[config.mk]
export PLATFORM = sky130hd
export DESIGN_NAME = spc_dp
export DESIGN_NICKNAME = d
export VERILOG_FILES = /design/src/sv/spc_pkg.sv /design/src/sv/spc_dp.sv
export SDC_FILE = /design/constraint.sdc
export NUM_CORES = 2
export LEC_CHECK = 0
export BUFFER_PORTS_ARGS = -buffer_cell sky130_fd_sc_hd__buf_2
export CORE_ASPECT_RATIO = 2
export CORE_MARGIN = 1
export CORE_UTILIZATION = 55
export DETAILED_ROUTE_END_ITERATION = 6
export HOLD_SLACK_MARGIN = 0.06
export PLACE_DENSITY = 0.68
export SLEW_MARGIN = 25
export SYNTH_ARGS = -nofsm -noshare
export SYNTH_HDL_FRONTEND = slang
export SYNTH_SLANG_ARGS = --single-unit
[constraint.sdc]
create_clock -name clk -period 3.8 [get_ports clk]
set_input_delay 0.19 -clock clk [delete_from_list [all_inputs] [get_ports clk]]
set_output_delay 0.19 -clock clk [all_outputs]
set_load 0.005 [all_outputs]
[src/sv/spc_pkg.sv]
// shared types and constants for the stack permutation checker
package spc_pkg;

  // width of the value fields on the input ports
  localparam int FIELD_W = 16;

  // commands from controller to datapath
  typedef struct packed {
    logic accept;   // take the input word: queue target, push value
    logic pop;      // pop stack top and retire oldest target
    logic finish;   // load the verdict and clear the sequence state
  } spc_cmd_t;

  // status from datapath to controller
  typedef struct packed {
    logic match;     // stack top equals oldest pending target
    logic last_seen; // accepted word ended the sequence
    logic out_busy;  // result register holds a word not taken this cycle
  } spc_status_t;

endpackage

[src/sv/spc_dp.sv]
// datapath for the stack permutation checker: stack, target queue, counters, result
module spc_dp #(
  parameter int MAX_LEN    = 64,
  parameter int VALUE_BITS = 16
) (
  input  logic                        clk,
  input  logic                        rst,
  input  spc_pkg::spc_cmd_t           cmd,
  output spc_pkg::spc_status_t        status,
  input  logic [spc_pkg::FIELD_W-1:0] push_value,
  input  logic [spc_pkg::FIELD_W-1:0] pop_value,
  input  logic                        last,
  output logic                        out_valid,
  input  logic                        out_ready,
  output logic                        is_valid,
  output logic                        overflow
);
  import spc_pkg::*;

  localparam int KEEP_W = (VALUE_BITS < FIELD_W) ? VALUE_BITS : FIELD_W;
  localparam int ADDR_W = (MAX_LEN > 1) ? $clog2(MAX_LEN) : 1;
  localparam int CNT_W  = $clog2(MAX_LEN + 1);

  logic [KEEP_W-1:0] stack_mem [MAX_LEN];
  logic [KEEP_W-1:0] queue_mem [MAX_LEN];

  logic [CNT_W-1:0]  stack_count;
  logic [CNT_W-1:0]  read_index;
  logic [CNT_W-1:0]  write_index;
  logic              overflow_seen;
  logic              last_seen;
  logic [KEEP_W-1:0] top_value;
  logic [KEEP_W-1:0] head_value;

  logic [KEEP_W-1:0] push_keep;
  logic [KEEP_W-1:0] pop_keep;
  logic              full;
  logic [CNT_W-1:0]  stack_below;
  logic [CNT_W-1:0]  read_after;

  assign push_keep   = push_value[KEEP_W-1:0];
  assign pop_keep    = pop_value[KEEP_W-1:0];
  assign full        = (write_index == CNT_W'(MAX_LEN));
  assign stack_below = stack_count - CNT_W'(2);
  assign read_after  = read_index + CNT_W'(1);

  // status towards the controller
  assign status.match     = (stack_count != '0) && (read_index < write_index) &&
                            (top_value == head_value);
  assign status.last_seen = last_seen;
  assign status.out_busy  = out_valid && !out_ready;

  // stack memory with registered top read
  always_ff @(posedge clk) begin
    if (cmd.accept && !full) begin
      stack_mem[stack_count[ADDR_W-1:0]] <= push_keep;
      top_value                          <= push_keep;
    end else if (cmd.pop) begin
      top_value <= stack_mem[stack_below[ADDR_W-1:0]];
    end
  end

  // target queue memory with registered head read
  always_ff @(posedge clk) begin
    if (cmd.accept && !full) begin
      queue_mem[write_index[ADDR_W-1:0]] <= pop_keep;
      if (read_index == write_index) begin
        head_value <= pop_keep;
      end
    end else if (cmd.pop) begin
      head_value <= queue_mem[read_after[ADDR_W-1:0]];
    end
  end

  // last flag of the accepted word
  always_ff @(posedge clk) begin
    if (cmd.accept) begin
      last_seen <= last;
    end
  end

  // counters and overflow flag
  always_ff @(posedge clk) begin
    if (rst) begin
      stack_count   <= '0;
      read_index    <= '0;
      write_index   <= '0;
      overflow_seen <= 1'b0;
    end else if (cmd.finish) begin
      stack_count   <= '0;
      read_index    <= '0;
      write_index   <= '0;
      overflow_seen <= 1'b0;
    end else if (cmd.accept) begin
      if (full) begin
        overflow_seen <= 1'b1;
      end else begin
        stack_count <= stack_count + CNT_W'(1);
        write_index <= write_index + CNT_W'(1);
      end
    end else if (cmd.pop) begin
      stack_count <= stack_count - CNT_W'(1);
      read_index  <= read_after;
    end
  end

  // result register
  always_ff @(posedge clk) begin
    if (rst) begin
      out_valid <= 1'b0;
    end else if (cmd.finish) begin
      out_valid <= 1'b1;
    end else if (out_ready) begin
      out_valid <= 1'b0;
    end
  end

  always_ff @(posedge clk) begin
    if (cmd.finish) begin
      is_valid <= (stack_count == '0) && !overflow_seen;
      overflow <= overflow_seen;
    end
  end

  // every accepted value is either on the stack or already popped
  a_count_balance: assert property (@(posedge clk) disable iff (rst)
    (CNT_W'(stack_count + read_index) == write_index))
    else $error("stack count does not match pushes minus pops");

  // never more targets retired than queued
  a_read_behind_write: assert property (@(posedge clk) disable iff (rst)
    (read_index <= write_index))
    else $error("target read index passed write index");

  // a pop only happens on a non-empty stack with a pending target
  a_pop_legal: assert property (@(posedge clk) disable iff (rst)
    cmd.pop |-> (stack_count != '0) && (read_index < write_index))
    else $error("pop without stack entry or pending target");

  // finishing presents a word and clears the sequence
  a_finish_clears: assert property (@(posedge clk) disable iff (rst)
    cmd.finish |=> out_valid && (write_index == '0) && !overflow_seen)
    else $error("finish did not present result or clear state");

endmodule

==> results.ini <==
[flow_run]
cap_violations=0

[clock_tree]
clk_latency_ps=830
cts_buffers=180
htree_levels=4
cts_tree=yes
clk_root_buffer_cell=clkbuf_16
cts_buffer_depth=4
clk_pin_slew_ps=70
clock-sinks=2106
ctsResizeCount=0

[finish]
mostFrequentLayoutCell=edfxtp_1
drive_gt1_frac=0.285
layout_common_cells=edfxtp_1, mux4_2, nor2_1, buf_4, clkbuf_16
stdcell_area_um2=91800
fin_nets=4066
area_delta_synth_final_pct=12.4
n_fill_cell=9922
instances_no_fill=6050
multi_input_area_um2=17600
regArea_um2=63000

[synth]
ys_ff_latch=2106
yosys-top-cells-area=edfxtp_1, mux4_2, nor2_1
syn_inst=3660
synthFlopType=edfxtp_1
synth_top_family_by_area=multiplexers
synth.avg_cell_area_um2=22.3
synth_compound_area_frac=0.0142
yosysTopAreaCell=edfxtp_1
synth_edf_count=2083
netlist_area_um2=81700
synthSimpleGateAreaFrac=0.0235
synthAdderAreaFrac=0.00316
synth_nets=3719
synth_xor_area_frac=0.00457
ys.warnings.count=0
async_flop_share=0
ys_seq_area_frac=0.772
ys_types=53
synth_top_area_frac=0.766
synthMuxAreaShare=0.169

[sta]
fmax_mhz=302
slew_headroom=0.298
final.setup.tns_ps=0
maxSlewViolCount=0
setup_viol=0
final_hold_viol_count=0
post-route-min-period_ps=3310
rsz0062_at_grt=no
period_share=0.870
tightest_slew_ps=1050
finalClockSkew_ps=52.0

[global_route]
grt_pass1_vias=39874
antenna_found_initial=2
grt_pass1_wl_um=286000
grt_max_degree=67
grt_use_total=0.273
grt.overflow.total=0

[die]
core_um2=147000
rows=199
dieWidth_um=274
die_y_um=547
die_area_um2=150000
io_pins=45
start_util=0.555

[power]
power_density_nw_per_um2=507
clkPwrFrac=0.386
max-vdd-ir-drop_mv=0.310
leakagePower_nw=28.6
comb_power_share=0.060
p_switching_mw=9.94
swShare=0.214
p_int_mw=36.6
seqPwrFrac=0.554
p_total_mw=46.5

[setup_path]
worstPathArrival_ps=3840
critPathKind=reg2reg
reg2regPathDepth=9
path_max_fanout=23
startpoint_type=flip-flop
worst_setup_path_end_kind=flip-flop
crit_required_ps=4330

[hold_path]
hold-path-cell-count=1
min_path_type=in2reg

[detailed_routing]
drc=18
post_drt_wl_per_cell_um=33.1
dr.pass1.iters=7
drt_iter0_drc=4013
via_per_inst=6.36
drt-total-wl_um=200000
via_count=38475
antenna_left=0

[status]
status=complete, but fails checks
violations=design-rule violations

[place]
placed_area_um2=85800
gp_congestion=0.943
place_hpwl_um=129000
io_buffers=44
dp.cells=5702

-- metrics by stage --
stage | util | worst slack (ps) | hold slack [ps]
floorplan | - | 517 | 262
global placement | 0.582 | 494 | 371
detailed placement | 0.583 | 489 | 376
CTS | 0.623 | 504 | 62.0
global route | 0.623 | 406 | 75.8
finish | 0.624 | 492 | 75.4
-- power groups by stage --
stage,clock [mW],sequential (mW),combinational (mW)
2_1_floorplan,0,26.2,1.51
3_3_place_gp,0,26.3,2.77
3_5_place_dp,0,26.3,2.81
4_1_cts,18.2,25.8,2.84
5_1_grt,19.0,25.8,2.94
6_report,18.0,25.8,2.81
-- cell usage after synthesis, drive strengths merged, types with 2 or more instances --
| cell type | n |
|---|---|
| a211oi | 4 |
| a21o | 4 |
| a21oi | 30 |
| a221o | 16 |
| a22o | 2 |
| a311oi | 15 |
| a32oi | 32 |
| and3 | 2 |
| buf | 128 |
| clkbuf | 63 |
| dfxtp | 23 |
| edfxtp | 2083 |
| ha | 19 |
| inv | 15 |
| mux2i | 84 |
| mux4 | 576 |
| nand2 | 142 |
| nand2b | 4 |
| nand3 | 26 |
| nand3b | 2 |
| nand4 | 6 |
| nor2 | 270 |
| nor2b | 4 |
| nor3 | 3 |
| nor4 | 3 |
| o21ai | 8 |
| o21bai | 2 |
| o221ai | 16 |
| o22ai | 17 |
| or2 | 2 |
| or3 | 6 |
| xnor2 | 17 |
| xor2 | 23 |
-- routing by layer --
metal,wire length (um),up-vias,GRT usage
met5,17,-,0
met4,13600,2,0.163
met3,9530,421,0.0271
met2,111000,1492,0.498
met1,65900,20545,0.305
li1,-,16015,-
-- critical path, stage by stage (launching register included) --
cell,delay [ps]
dfxtp_1,340
inv_1,100
ha_4,550
buf_4,300
mux4_2,330
nand2_1,300
a32oi_1,250
a21oi_1,550
buf_4,220
a311oi_1,40
-- final cells by class --
cell class                 count  share of cell area
antenna                        2           0.0000545
clock buffer                 203              0.0507
clock inverter               111              0.0108
inverter                      16            0.000655
multi-input combinational   1347               0.192
sequential                  2106               0.687
tap                         1909              0.0260
timing repair buffer         356              0.0329
-- cell families (layout without fill, tap and decap cells) --
group | count (synthesis) | in the layout
compound gates | 153 | 153
simple gates | 474 | 474
flops | 2106 | 2106
mux | 660 | 660
other cells | 0 | 2
fa+ha+maj | 20 | 20
buf+inv | 207 | 686
xor+xnor | 40 | 40
-- flip-flops by register name (all words and copies together), names as in the netlist, 7 cells and up --
name         count
queue_mem     1024
read_index       7
head_value      16
stack_mem     1024
write_index      7
stack_count      7
top_value       16
-- what timing repair did --
| item | 4_1_cts | 5_1_grt |
|---|---|---|
| hold endpoints to repair | 539 | 236 |
| buffers inserted | 0 | 0 |
| hold buffers | 27 | 5 |
-- path summary, 6_finish.rpt --
| kind | startpoint | to | slack (ps) |
|---|---|---|---|
| setup / recovery | stack_count[2]$_SDFFE_PP0P_ | top_value[11]$_DFFE_PP_ | 490 |
| hold / removal | push_value[4] | stack_mem[43][4]$_DFFE_PP_ | 80 |
| setup reg to reg | stack_count[2]$_SDFFE_PP0P_ | top_value[11]$_DFFE_PP_ | 490 |
| hold reg to reg | stack_count[6]$_SDFFE_PP0P_ | stack_count[6]$_SDFFE_PP0P_ | 500 |
Note: power is estimated with default switching activity, not from simulation.
